==> src/cbal_pkg.sv <==
// ----------------------------------------------------------------------------
// cbal_pkg: shared types and constants
// Fixed-point widths, the operation schedule and the sequencer states of the
// cubic Bezier arc length block.
// ----------------------------------------------------------------------------
package cbal_pkg;

  localparam int unsigned COORD_W = 32;
  localparam int unsigned DIFF_W  = COORD_W + 1;
  localparam int unsigned PROD_W  = 2 * DIFF_W;
  localparam int unsigned T_W     = 31;
  localparam int unsigned SQ_W    = 64;
  localparam int unsigned RAD_W   = 66;
  localparam int unsigned ROOT_W  = 33;
  localparam int unsigned LEN_W   = 48;
  localparam int unsigned SEG_W   = 8;
  localparam int unsigned OP_W    = 4;

  localparam logic [SEG_W-1:0] SEG_RESET = SEG_W'(20);
  localparam logic [T_W-1:0]   T_ONE     = T_W'(1) << 30;

  // Operation numbers: six first-level lerps, four second-level, two final,
  // then the two squares of the chord.
  localparam logic [OP_W-1:0] OP_AX  = 4'd0;
  localparam logic [OP_W-1:0] OP_AY  = 4'd1;
  localparam logic [OP_W-1:0] OP_BX  = 4'd2;
  localparam logic [OP_W-1:0] OP_BY  = 4'd3;
  localparam logic [OP_W-1:0] OP_CX  = 4'd4;
  localparam logic [OP_W-1:0] OP_CY  = 4'd5;
  localparam logic [OP_W-1:0] OP_DX  = 4'd6;
  localparam logic [OP_W-1:0] OP_DY  = 4'd7;
  localparam logic [OP_W-1:0] OP_EX  = 4'd8;
  localparam logic [OP_W-1:0] OP_EY  = 4'd9;
  localparam logic [OP_W-1:0] OP_FX  = 4'd10;
  localparam logic [OP_W-1:0] OP_FY  = 4'd11;
  localparam logic [OP_W-1:0] OP_SQX = 4'd12;
  localparam logic [OP_W-1:0] OP_SQY = 4'd13;
  localparam logic [OP_W-1:0] OP_END = 4'd14;

  typedef enum logic {
    MODE_LERP,
    MODE_SQUARE
  } mul_mode_t;

  typedef struct packed {
    logic             vld;
    mul_mode_t        mode;
    logic [OP_W-1:0]  tag;
  } mul_ctl_t;

  typedef enum logic [2:0] {
    ST_IDLE,
    ST_RECIP,
    ST_EVAL,
    ST_ROOT_GO,
    ST_ROOT,
    ST_ACC,
    ST_DONE
  } seq_state_t;

endpackage

==> src/cbal_mul.sv <==
// ----------------------------------------------------------------------------
// cbal_mul: shared multiply unit
// Registers (a - b) * t or (a - b)^2, then finishes the rounded lerp.
// ----------------------------------------------------------------------------
module cbal_mul (
  input  logic                                clk,
  input  logic                                rst,
  input  cbal_pkg::mul_ctl_t                  ctl,
  input  logic signed [cbal_pkg::COORD_W-1:0] a,
  input  logic signed [cbal_pkg::COORD_W-1:0] b,
  input  logic        [cbal_pkg::T_W-1:0]     t,
  output cbal_pkg::mul_ctl_t                  res_ctl,
  output logic signed [cbal_pkg::COORD_W-1:0] lerp_res,
  output logic        [cbal_pkg::SQ_W-1:0]    sq_res
);

  logic signed [cbal_pkg::DIFF_W-1:0] diff;
  logic signed [cbal_pkg::DIFF_W-1:0] mult_b;
  logic signed [cbal_pkg::PROD_W-1:0] prod;
  logic signed [cbal_pkg::COORD_W-1:0] a_hold;
  logic signed [cbal_pkg::PROD_W-1:0] rounded;

  assign diff   = cbal_pkg::DIFF_W'(a) - cbal_pkg::DIFF_W'(b);
  assign mult_b = (ctl.mode == cbal_pkg::MODE_SQUARE) ? diff
                : $signed({2'b00, t});

  always_ff @(posedge clk) begin
    if (rst) begin
      res_ctl <= '0;
    end else begin
      res_ctl <= ctl;
    end
    prod   <= diff * mult_b;
    a_hold <= a;
  end

  // floor((p + 2^29) / 2^30), then subtract from a; the result stays in range
  assign rounded  = (prod + cbal_pkg::PROD_W'(64'sd536870912)) >>> 30;
  assign lerp_res = a_hold - rounded[cbal_pkg::COORD_W-1:0];
  assign sq_res   = prod[cbal_pkg::SQ_W-1:0];

endmodule

==> src/cbal_recip.sv <==
// ----------------------------------------------------------------------------
// cbal_recip: serial reciprocal
// Restoring division of 2^30 by the segment count, one quotient bit a cycle.
// ----------------------------------------------------------------------------
module cbal_recip (
  input  logic                          clk,
  input  logic                          rst,
  input  logic                          start,
  input  logic [cbal_pkg::SEG_W-1:0]    divisor,
  output logic                          done,
  output logic [cbal_pkg::T_W-1:0]      quot
);

  logic                          busy;
  logic [4:0]                    cnt;
  logic [cbal_pkg::SEG_W-1:0]    rem;
  logic [cbal_pkg::SEG_W:0]      rem_sh;
  logic                          fits;

  assign rem_sh = {rem, (cnt == 5'd30)};
  assign fits   = rem_sh >= {1'b0, divisor};

  always_ff @(posedge clk) begin
    if (rst) begin
      busy <= 1'b0;
      done <= 1'b0;
    end else begin
      done <= 1'b0;
      if (start) begin
        busy <= 1'b1;
      end else if (busy && cnt == 5'd0) begin
        busy <= 1'b0;
        done <= 1'b1;
      end
    end
    if (start) begin
      cnt  <= 5'd30;
      rem  <= '0;
      quot <= '0;
    end else if (busy) begin
      cnt  <= cnt - 5'd1;
      rem  <= fits ? cbal_pkg::SEG_W'(rem_sh - {1'b0, divisor})
                   : rem_sh[cbal_pkg::SEG_W-1:0];
      quot <= {quot[cbal_pkg::T_W-2:0], fits};
    end
  end

endmodule

==> src/cbal_isqrt.sv <==
// ----------------------------------------------------------------------------
// cbal_isqrt: serial integer square root
// Digit-by-digit floor square root of a 66-bit radicand, one bit a cycle.
// ----------------------------------------------------------------------------
module cbal_isqrt (
  input  logic                           clk,
  input  logic                           rst,
  input  logic                           start,
  input  logic [cbal_pkg::RAD_W-1:0]     radicand,
  output logic                           done,
  output logic [cbal_pkg::ROOT_W-1:0]    root
);

  logic                          busy;
  logic [5:0]                    cnt;
  logic [cbal_pkg::RAD_W-1:0]    rad;
  logic [35:0]                   rem;
  logic [35:0]                   rem_sh;
  logic [35:0]                   trial;
  logic                          fits;

  // Trial value is 4 * root + 1 for the next root bit
  assign rem_sh = {rem[33:0], rad[cbal_pkg::RAD_W-1 -: 2]};
  assign trial  = {1'b0, root, 2'b01};
  assign fits   = rem_sh >= trial;

  always_ff @(posedge clk) begin
    if (rst) begin
      busy <= 1'b0;
      done <= 1'b0;
    end else begin
      done <= 1'b0;
      if (start) begin
        busy <= 1'b1;
      end else if (busy && cnt == 6'd0) begin
        busy <= 1'b0;
        done <= 1'b1;
      end
    end
    if (start) begin
      cnt  <= 6'd32;
      rad  <= radicand;
      rem  <= '0;
      root <= '0;
    end else if (busy) begin
      cnt  <= cnt - 6'd1;
      rad  <= {rad[cbal_pkg::RAD_W-3:0], 2'b00};
      rem  <= fits ? (rem_sh - trial) : rem_sh;
      root <= {root[cbal_pkg::ROOT_W-2:0], fits};
    end
  end

endmodule

==> src/cubic_bezier_arc_length.sv <==
// ----------------------------------------------------------------------------
// cubic_bezier_arc_length: chord-sum length of a cubic Bezier curve
// Evaluates the curve at N equal parameter steps by de Casteljau and sums
// the chord lengths in unsigned Q32.16 with saturation.
// ----------------------------------------------------------------------------
// One curve is in flight at a time; the serial reciprocal, the serial square
//   root (one per chord) and the shared multiplier, which issues 14 operations
//   per segment, set how long each curve takes.
// Reset: synchronous, active high; returns to idle, drops any result held,
//   and sets segment_count to 20.
module cubic_bezier_arc_length (
  input  logic                                 clk,
  input  logic                                 rst,
  input  logic                                 cfg_valid,
  output logic                                 cfg_ready,
  input  logic [cbal_pkg::SEG_W-1:0]           cfg_data,
  input  logic                                 in_valid,
  output logic                                 in_ready,
  input  logic signed [cbal_pkg::COORD_W-1:0]  start_x,
  input  logic signed [cbal_pkg::COORD_W-1:0]  start_y,
  input  logic signed [cbal_pkg::COORD_W-1:0]  ctrl1_x,
  input  logic signed [cbal_pkg::COORD_W-1:0]  ctrl1_y,
  input  logic signed [cbal_pkg::COORD_W-1:0]  ctrl2_x,
  input  logic signed [cbal_pkg::COORD_W-1:0]  ctrl2_y,
  input  logic signed [cbal_pkg::COORD_W-1:0]  end_x,
  input  logic signed [cbal_pkg::COORD_W-1:0]  end_y,
  output logic                                 out_valid,
  input  logic                                 out_ready,
  output logic [cbal_pkg::LEN_W-1:0]           arc_length,
  output logic                                 length_saturated
);

  cbal_pkg::seq_state_t state, state_next;

  logic [cbal_pkg::SEG_W-1:0] segment_count;
  logic [cbal_pkg::SEG_W-1:0] n_seg;
  logic [cbal_pkg::SEG_W-1:0] seg_idx;
  logic [cbal_pkg::T_W-1:0]   recip;
  logic [cbal_pkg::T_W-1:0]   t_cur;
  logic [cbal_pkg::OP_W-1:0]  op;

  // Control points and intermediate points of the de Casteljau tree
  logic signed [cbal_pkg::COORD_W-1:0] p0_x, p0_y, p1_x, p1_y;
  logic signed [cbal_pkg::COORD_W-1:0] p2_x, p2_y, p3_x, p3_y;
  logic signed [cbal_pkg::COORD_W-1:0] a_x, a_y, b_x, b_y, c_x, c_y;
  logic signed [cbal_pkg::COORD_W-1:0] d_x, d_y, e_x, e_y;
  logic signed [cbal_pkg::COORD_W-1:0] cur_x, cur_y, prev_x, prev_y;
  logic [cbal_pkg::SQ_W-1:0]           sq_x, sq_y;

  logic [cbal_pkg::LEN_W-1:0] sum;
  logic                       sat;
  logic [cbal_pkg::LEN_W:0]   sum_next;

  logic                       in_fire;
  logic                       last_seg;
  logic                       div_start, div_done;
  logic [cbal_pkg::T_W-1:0]   div_quot;
  logic                       root_start, root_done;
  logic [cbal_pkg::ROOT_W-1:0] root;
  logic [cbal_pkg::RAD_W-1:0] radicand;

  cbal_pkg::mul_ctl_t                  issue, wb;
  logic signed [cbal_pkg::COORD_W-1:0] op_a, op_b;
  logic signed [cbal_pkg::COORD_W-1:0] lerp_res;
  logic [cbal_pkg::SQ_W-1:0]           sq_res;

  assign cfg_ready = 1'b1;
  assign in_fire   = in_valid && in_ready;
  assign last_seg  = (seg_idx == n_seg);
  assign sum_next  = {1'b0, sum} + (cbal_pkg::LEN_W + 1)'(root);
  assign radicand  = {1'b0, {1'b0, sq_x} + {1'b0, sq_y}};

  always_ff @(posedge clk) begin
    if (rst) begin
      segment_count <= cbal_pkg::SEG_RESET;
    end else if (cfg_valid && cfg_ready) begin
      segment_count <= cfg_data;
    end
  end

  // Sequencer
  always_ff @(posedge clk) begin
    if (rst) begin
      state <= cbal_pkg::ST_IDLE;
    end else begin
      state <= state_next;
    end
  end

  always_comb begin
    state_next = state;
    case (state)
      cbal_pkg::ST_IDLE:    if (in_fire) state_next = cbal_pkg::ST_RECIP;
      cbal_pkg::ST_RECIP:   if (div_done) state_next = cbal_pkg::ST_EVAL;
      cbal_pkg::ST_EVAL:    if (op == cbal_pkg::OP_END) state_next = cbal_pkg::ST_ROOT_GO;
      cbal_pkg::ST_ROOT_GO: state_next = cbal_pkg::ST_ROOT;
      cbal_pkg::ST_ROOT:    if (root_done) state_next = cbal_pkg::ST_ACC;
      cbal_pkg::ST_ACC:     state_next = last_seg ? cbal_pkg::ST_DONE : cbal_pkg::ST_EVAL;
      cbal_pkg::ST_DONE:    if (!out_valid || out_ready) state_next = cbal_pkg::ST_IDLE;
      default:              state_next = cbal_pkg::ST_IDLE;
    endcase
  end

  always_comb begin
    in_ready   = 1'b0;
    div_start  = 1'b0;
    root_start = 1'b0;
    issue      = '0;
    case (state)
      cbal_pkg::ST_IDLE: begin
        in_ready  = 1'b1;
        div_start = in_valid;
      end
      cbal_pkg::ST_EVAL: begin
        issue.vld  = (op != cbal_pkg::OP_END);
        issue.mode = (op == cbal_pkg::OP_SQX || op == cbal_pkg::OP_SQY)
                   ? cbal_pkg::MODE_SQUARE : cbal_pkg::MODE_LERP;
        issue.tag  = op;
      end
      cbal_pkg::ST_ROOT_GO: root_start = 1'b1;
      default: ;
    endcase
  end

  // Operand select for the issued operation; each lerp is (a, b) at t
  always_comb begin
    case (op)
      cbal_pkg::OP_AX:  begin op_a = p0_x;   op_b = p1_x; end
      cbal_pkg::OP_AY:  begin op_a = p0_y;   op_b = p1_y; end
      cbal_pkg::OP_BX:  begin op_a = p1_x;   op_b = p2_x; end
      cbal_pkg::OP_BY:  begin op_a = p1_y;   op_b = p2_y; end
      cbal_pkg::OP_CX:  begin op_a = p2_x;   op_b = p3_x; end
      cbal_pkg::OP_CY:  begin op_a = p2_y;   op_b = p3_y; end
      cbal_pkg::OP_DX:  begin op_a = a_x;    op_b = b_x;  end
      cbal_pkg::OP_DY:  begin op_a = a_y;    op_b = b_y;  end
      cbal_pkg::OP_EX:  begin op_a = b_x;    op_b = c_x;  end
      cbal_pkg::OP_EY:  begin op_a = b_y;    op_b = c_y;  end
      cbal_pkg::OP_FX:  begin op_a = d_x;    op_b = e_x;  end
      cbal_pkg::OP_FY:  begin op_a = d_y;    op_b = e_y;  end
      cbal_pkg::OP_SQX: begin op_a = cur_x;  op_b = prev_x; end
      cbal_pkg::OP_SQY: begin op_a = cur_y;  op_b = prev_y; end
      default:          begin op_a = '0;     op_b = '0;   end
    endcase
  end

  cbal_mul u_mul (
    .clk      (clk),
    .rst      (rst),
    .ctl      (issue),
    .a        (op_a),
    .b        (op_b),
    .t        (t_cur),
    .res_ctl  (wb),
    .lerp_res (lerp_res),
    .sq_res   (sq_res)
  );

  cbal_recip u_recip (
    .clk     (clk),
    .rst     (rst),
    .start   (div_start),
    .divisor (n_seg),
    .done    (div_done),
    .quot    (div_quot)
  );

  cbal_isqrt u_isqrt (
    .clk      (clk),
    .rst      (rst),
    .start    (root_start),
    .radicand (radicand),
    .done     (root_done),
    .root     (root)
  );

  // Datapath: capture the curve, advance t, write back results, accumulate
  always_ff @(posedge clk) begin
    if (in_fire) begin
      p0_x   <= start_x;  p0_y <= start_y;
      p1_x   <= ctrl1_x;  p1_y <= ctrl1_y;
      p2_x   <= ctrl2_x;  p2_y <= ctrl2_y;
      p3_x   <= end_x;    p3_y <= end_y;
      prev_x <= start_x;  prev_y <= start_y;
      n_seg  <= (segment_count == '0) ? cbal_pkg::SEG_W'(1) : segment_count;
      sum    <= '0;
      sat    <= 1'b0;
    end
    if (state == cbal_pkg::ST_RECIP && div_done) begin
      recip   <= div_quot;
      seg_idx <= cbal_pkg::SEG_W'(1);
      t_cur   <= (n_seg == cbal_pkg::SEG_W'(1)) ? cbal_pkg::T_ONE : div_quot;
    end
    if (state == cbal_pkg::ST_EVAL) begin
      op <= op + cbal_pkg::OP_W'(1);
    end else begin
      op <= cbal_pkg::OP_AX;
    end
    if (wb.vld) begin
      case (wb.tag)
        cbal_pkg::OP_AX:  a_x   <= lerp_res;
        cbal_pkg::OP_AY:  a_y   <= lerp_res;
        cbal_pkg::OP_BX:  b_x   <= lerp_res;
        cbal_pkg::OP_BY:  b_y   <= lerp_res;
        cbal_pkg::OP_CX:  c_x   <= lerp_res;
        cbal_pkg::OP_CY:  c_y   <= lerp_res;
        cbal_pkg::OP_DX:  d_x   <= lerp_res;
        cbal_pkg::OP_DY:  d_y   <= lerp_res;
        cbal_pkg::OP_EX:  e_x   <= lerp_res;
        cbal_pkg::OP_EY:  e_y   <= lerp_res;
        cbal_pkg::OP_FX:  cur_x <= lerp_res;
        cbal_pkg::OP_FY:  cur_y <= lerp_res;
        cbal_pkg::OP_SQX: sq_x  <= sq_res;
        cbal_pkg::OP_SQY: sq_y  <= sq_res;
        default: ;
      endcase
    end
    if (state == cbal_pkg::ST_ACC) begin
      // Hold the flag once the sum has passed 2^48 - 1
      sum     <= sum_next[cbal_pkg::LEN_W-1:0];
      sat     <= sat | sum_next[cbal_pkg::LEN_W];
      prev_x  <= cur_x;
      prev_y  <= cur_y;
      seg_idx <= seg_idx + cbal_pkg::SEG_W'(1);
      t_cur   <= (seg_idx + cbal_pkg::SEG_W'(1) == n_seg) ? cbal_pkg::T_ONE
                                                         : t_cur + recip;
    end
  end

  // Output register: lets the next curve in while a result waits
  always_ff @(posedge clk) begin
    if (rst) begin
      out_valid <= 1'b0;
    end else if (state == cbal_pkg::ST_DONE && (!out_valid || out_ready)) begin
      out_valid <= 1'b1;
    end else if (out_ready) begin
      out_valid <= 1'b0;
    end
    if (state == cbal_pkg::ST_DONE && (!out_valid || out_ready)) begin
      arc_length       <= sat ? '1 : sum;
      length_saturated <= sat;
    end
  end

endmodule

==> config.mk <==
export PLATFORM = sky130hd
export DESIGN_NAME = cubic_bezier_arc_length
export DESIGN_NICKNAME = d
export VERILOG_FILES = /design/src/cbal_pkg.sv /design/src/cbal_mul.sv /design/src/cbal_recip.sv /design/src/cbal_isqrt.sv /design/src/cubic_bezier_arc_length.sv
export SDC_FILE = /design/constraint.sdc
export NUM_CORES = 2
export LEC_CHECK = 0
export BUFFER_PORTS_ARGS = -buffer_cell sky130_fd_sc_hd__buf_4
export CAP_MARGIN = 20
export CORE_MARGIN = 2
export CORE_UTILIZATION = 45
export CTS_BUF_LIST = sky130_fd_sc_hd__clkbuf_4 sky130_fd_sc_hd__clkbuf_8
export DETAILED_ROUTE_END_ITERATION = 10
export GPL_TIMING_DRIVEN = 0
export HOLD_SLACK_MARGIN = 0.08
export PLACE_DENSITY_LB_ADDON = 0.08
export SLEW_MARGIN = 20
export SYNTH_ARGS = -nofsm -noshare
export SYNTH_HDL_FRONTEND = slang
export SYNTH_HIERARCHICAL = 1
export SYNTH_SLANG_ARGS = --single-unit
==> constraint.sdc <==
create_clock -name clk -period 11.35 [get_ports clk]
set_input_delay 0.5675 -clock clk [delete_from_list [all_inputs] [get_ports clk]]
set_output_delay 0.5675 -clock clk [all_outputs]
set_load 0.005 [all_outputs]
==> run summary <==
DRC -> 0
Dpl hpwl -> 300000 um
Crit path depth -> 49
IO buf count -> 318
Layout cells sized above 1 -> 0.182
Clk_lat worst skew -> 1.04 ns
Non-Filler Instances -> 13300
Site row count -> 171
Buf/Inv on CP -> 18
Hold Crit Endpoint -> segment_count[1]
Fin. Hold Viols -> 0
Max_slew headroom -> 0.149
Hold_ws -> 0.148 ns
Gpl congestion -> 1.02
Synthesized area -> 98600 sq um
Final wirelength -> 393000 um
Failing checks -> setup timing
Clock-pin slew on the worst setup and hold paths -> 0.06 ns
Core area -> 217000 sq um
Most common cell on crit path -> fa_1
Reg2Reg Setup Slack -> -1.06 ns
Die area -> 223000 sq um
Final Critical Period -> 12.41 ns
Arr. time, crit path -> 13.32 ns
Die width -> 472 um
P&R area growth vs syn -> 21.4%
WL/cell -> 29.6 um
Peak Freq -> 80.5 MHz
Worst path top cell family by delay -> adder cells
CTS Buf Count -> 217
CP endpoint kind -> flop
Vias in the first global route -> 78700
Worst Max-Slew Pin Slew -> 1.27 ns
Yosys warns -> 6
Critical R2R Capture -> u_mul/prod[49]
Via-to-Cell Ratio -> 5.90
Detailed Routing Iterations Pass 1 -> 8
Final Slew Violations -> 0
First-pass GRT wire length -> 556000 um
CP required -> 12.26 ns
Starting density of the core -> 0.454
Critical path's slowest cell -> fa_1
Final core occ -> 0.551
R2R cell count -> 49
Worst setup path class -> flop to flop
Setup_tns -> -18.51 ns
Critical Path Max Stage Delay -> 0.56 ns
CP startpoint kind -> flop
Crit-path max FO -> 10
Root buf cell -> clkbuf_8
Final worst-path setup slack -> -1.06 ns
Setup Viol. Count Final -> 29
Max Cap Viol -> 0
RSZ-0062 raised after global routing -> yes
CTS tree -> yes
Dpl cells -> 12400
Hold Path Cell Cnt -> 3
RR Startpoint -> op[1]
Setup Skew -> 0.121 ns
H-tree depth -> 4
Initial drt markers -> 9379
IO Pins -> 321
Largest net degree at the start of global routing -> 56
Syn_nets -> 11000
Total grt overflow -> 0
Final period util -> 1.09
Min-delay src -> cfg_valid
Clock sink count -> 1312
Post-Syn Instances -> 9114
Final net count -> 12100
Hold crit path type -> input pin to flop
Status -> complete, but fails checks
Routed Antenna Nets -> 0
Syn Area/Cell -> 10.8 sq um
Die Y -> 472 um
Vias -> 78400
Clock buffer depth -> 3
GR Util All Layers -> 0.350
CP startpoint -> op[1]
Initial antenna violation count -> 28
## metal layers
metal | vias up | wire length (um) | track usage
met1 | 39600 | 155000 | 0.471
li1 | 33100 | - | -
met3 | 1119 | 46300 | 0.102
met4 | 8 | 27400 | 0.201
met2 | 4654 | 165000 | 0.503
met5 | - | 80 | 0
## worst max path at each step
stage,end,slack (ns)
after floorplan,u_mul/prod[63],0.01
after global placement,u_mul/prod[63],-6.67
after detailed placement,u_mul/prod[61],-5.65
after CTS,u_mul/prod[63],-0.87
after global routing,u_mul/prod[49],-1.12
final,u_mul/prod[49],-1.06
## per-stage QoR
stage	area, sq um	setup WS (ns)
global placement	105000	-6.67
floorplan	98600	0.0104
finish	120000	-1.06
detailed placement	106000	-5.65
global route	120000	-1.12
CTS	118000	-0.873
## cell type report
cell class,instances,area [sq um]
fill,18900,97700
multi-input combinational,6117,57800
antenna,23,57.6
timing repair buffer,923,8560
inverter,1242,4680
clock inverter,85,856
buffer,414,3340
tap,2854,3570
sequential,1312,37000
clock buffer,320,3860
## placed cells by master, fill, tap and decap left out, drive strengths merged, types with 93 or more instances in the layout
cell type / instances
xnor2: 206
xor2: 134
nor2: 638
a21oi: 308
edfxtp: 1074
buf: 773
dlygate4sd3: 273
nand3: 94
nand4: 109
a21o: 153
a221oi: 134
inv: 1246
mux2i: 93
clkbuf: 609
nand2: 1151
fa: 1131
o21ai: 214
dfxtp: 238
a22oi: 259
ha: 454
## state kept, by name, summed over array words and instances (netlist names), 33 cells and up
name	flops
u_isqrt/root	33
sq_y	64
arc_length	48
sum	48
u_isqrt/rem	34
sq_x	64
u_isqrt/rad	66
u_mul/prod	64
## worst register-to-register path, delay by kind of cell (launching register included)
| kind | cells | cell delay (ns) |
|---|---|---|
| flip-flops | 1 | 0.36 |
| AND/OR/NAND/NOR | 8 | 1.94 |
| multiplexers | 1 | 0.27 |
| AO/OA/AOI/OAI | 10 | 2.40 |
| adder cells (fa/ha/maj) | 11 | 4.98 |
| buffers and inverters | 18 | 2.16 |
| XOR/XNOR | 1 | 0.21 |
## timing repair
action                                  in CTS  in global routing
gates resized for setup                    724                322
hold buffers                               273                  0
hold endpoints to repair                   338                  0
setup buffers                              164                 79
pin swaps                                  122                124
endpoints found under the setup margin      54                 40
cloned                                       0                  1
Power is left out: the tool's default activity adds up to more than one toggle a clock period on the data nets, which glitch-free logic cannot reach.
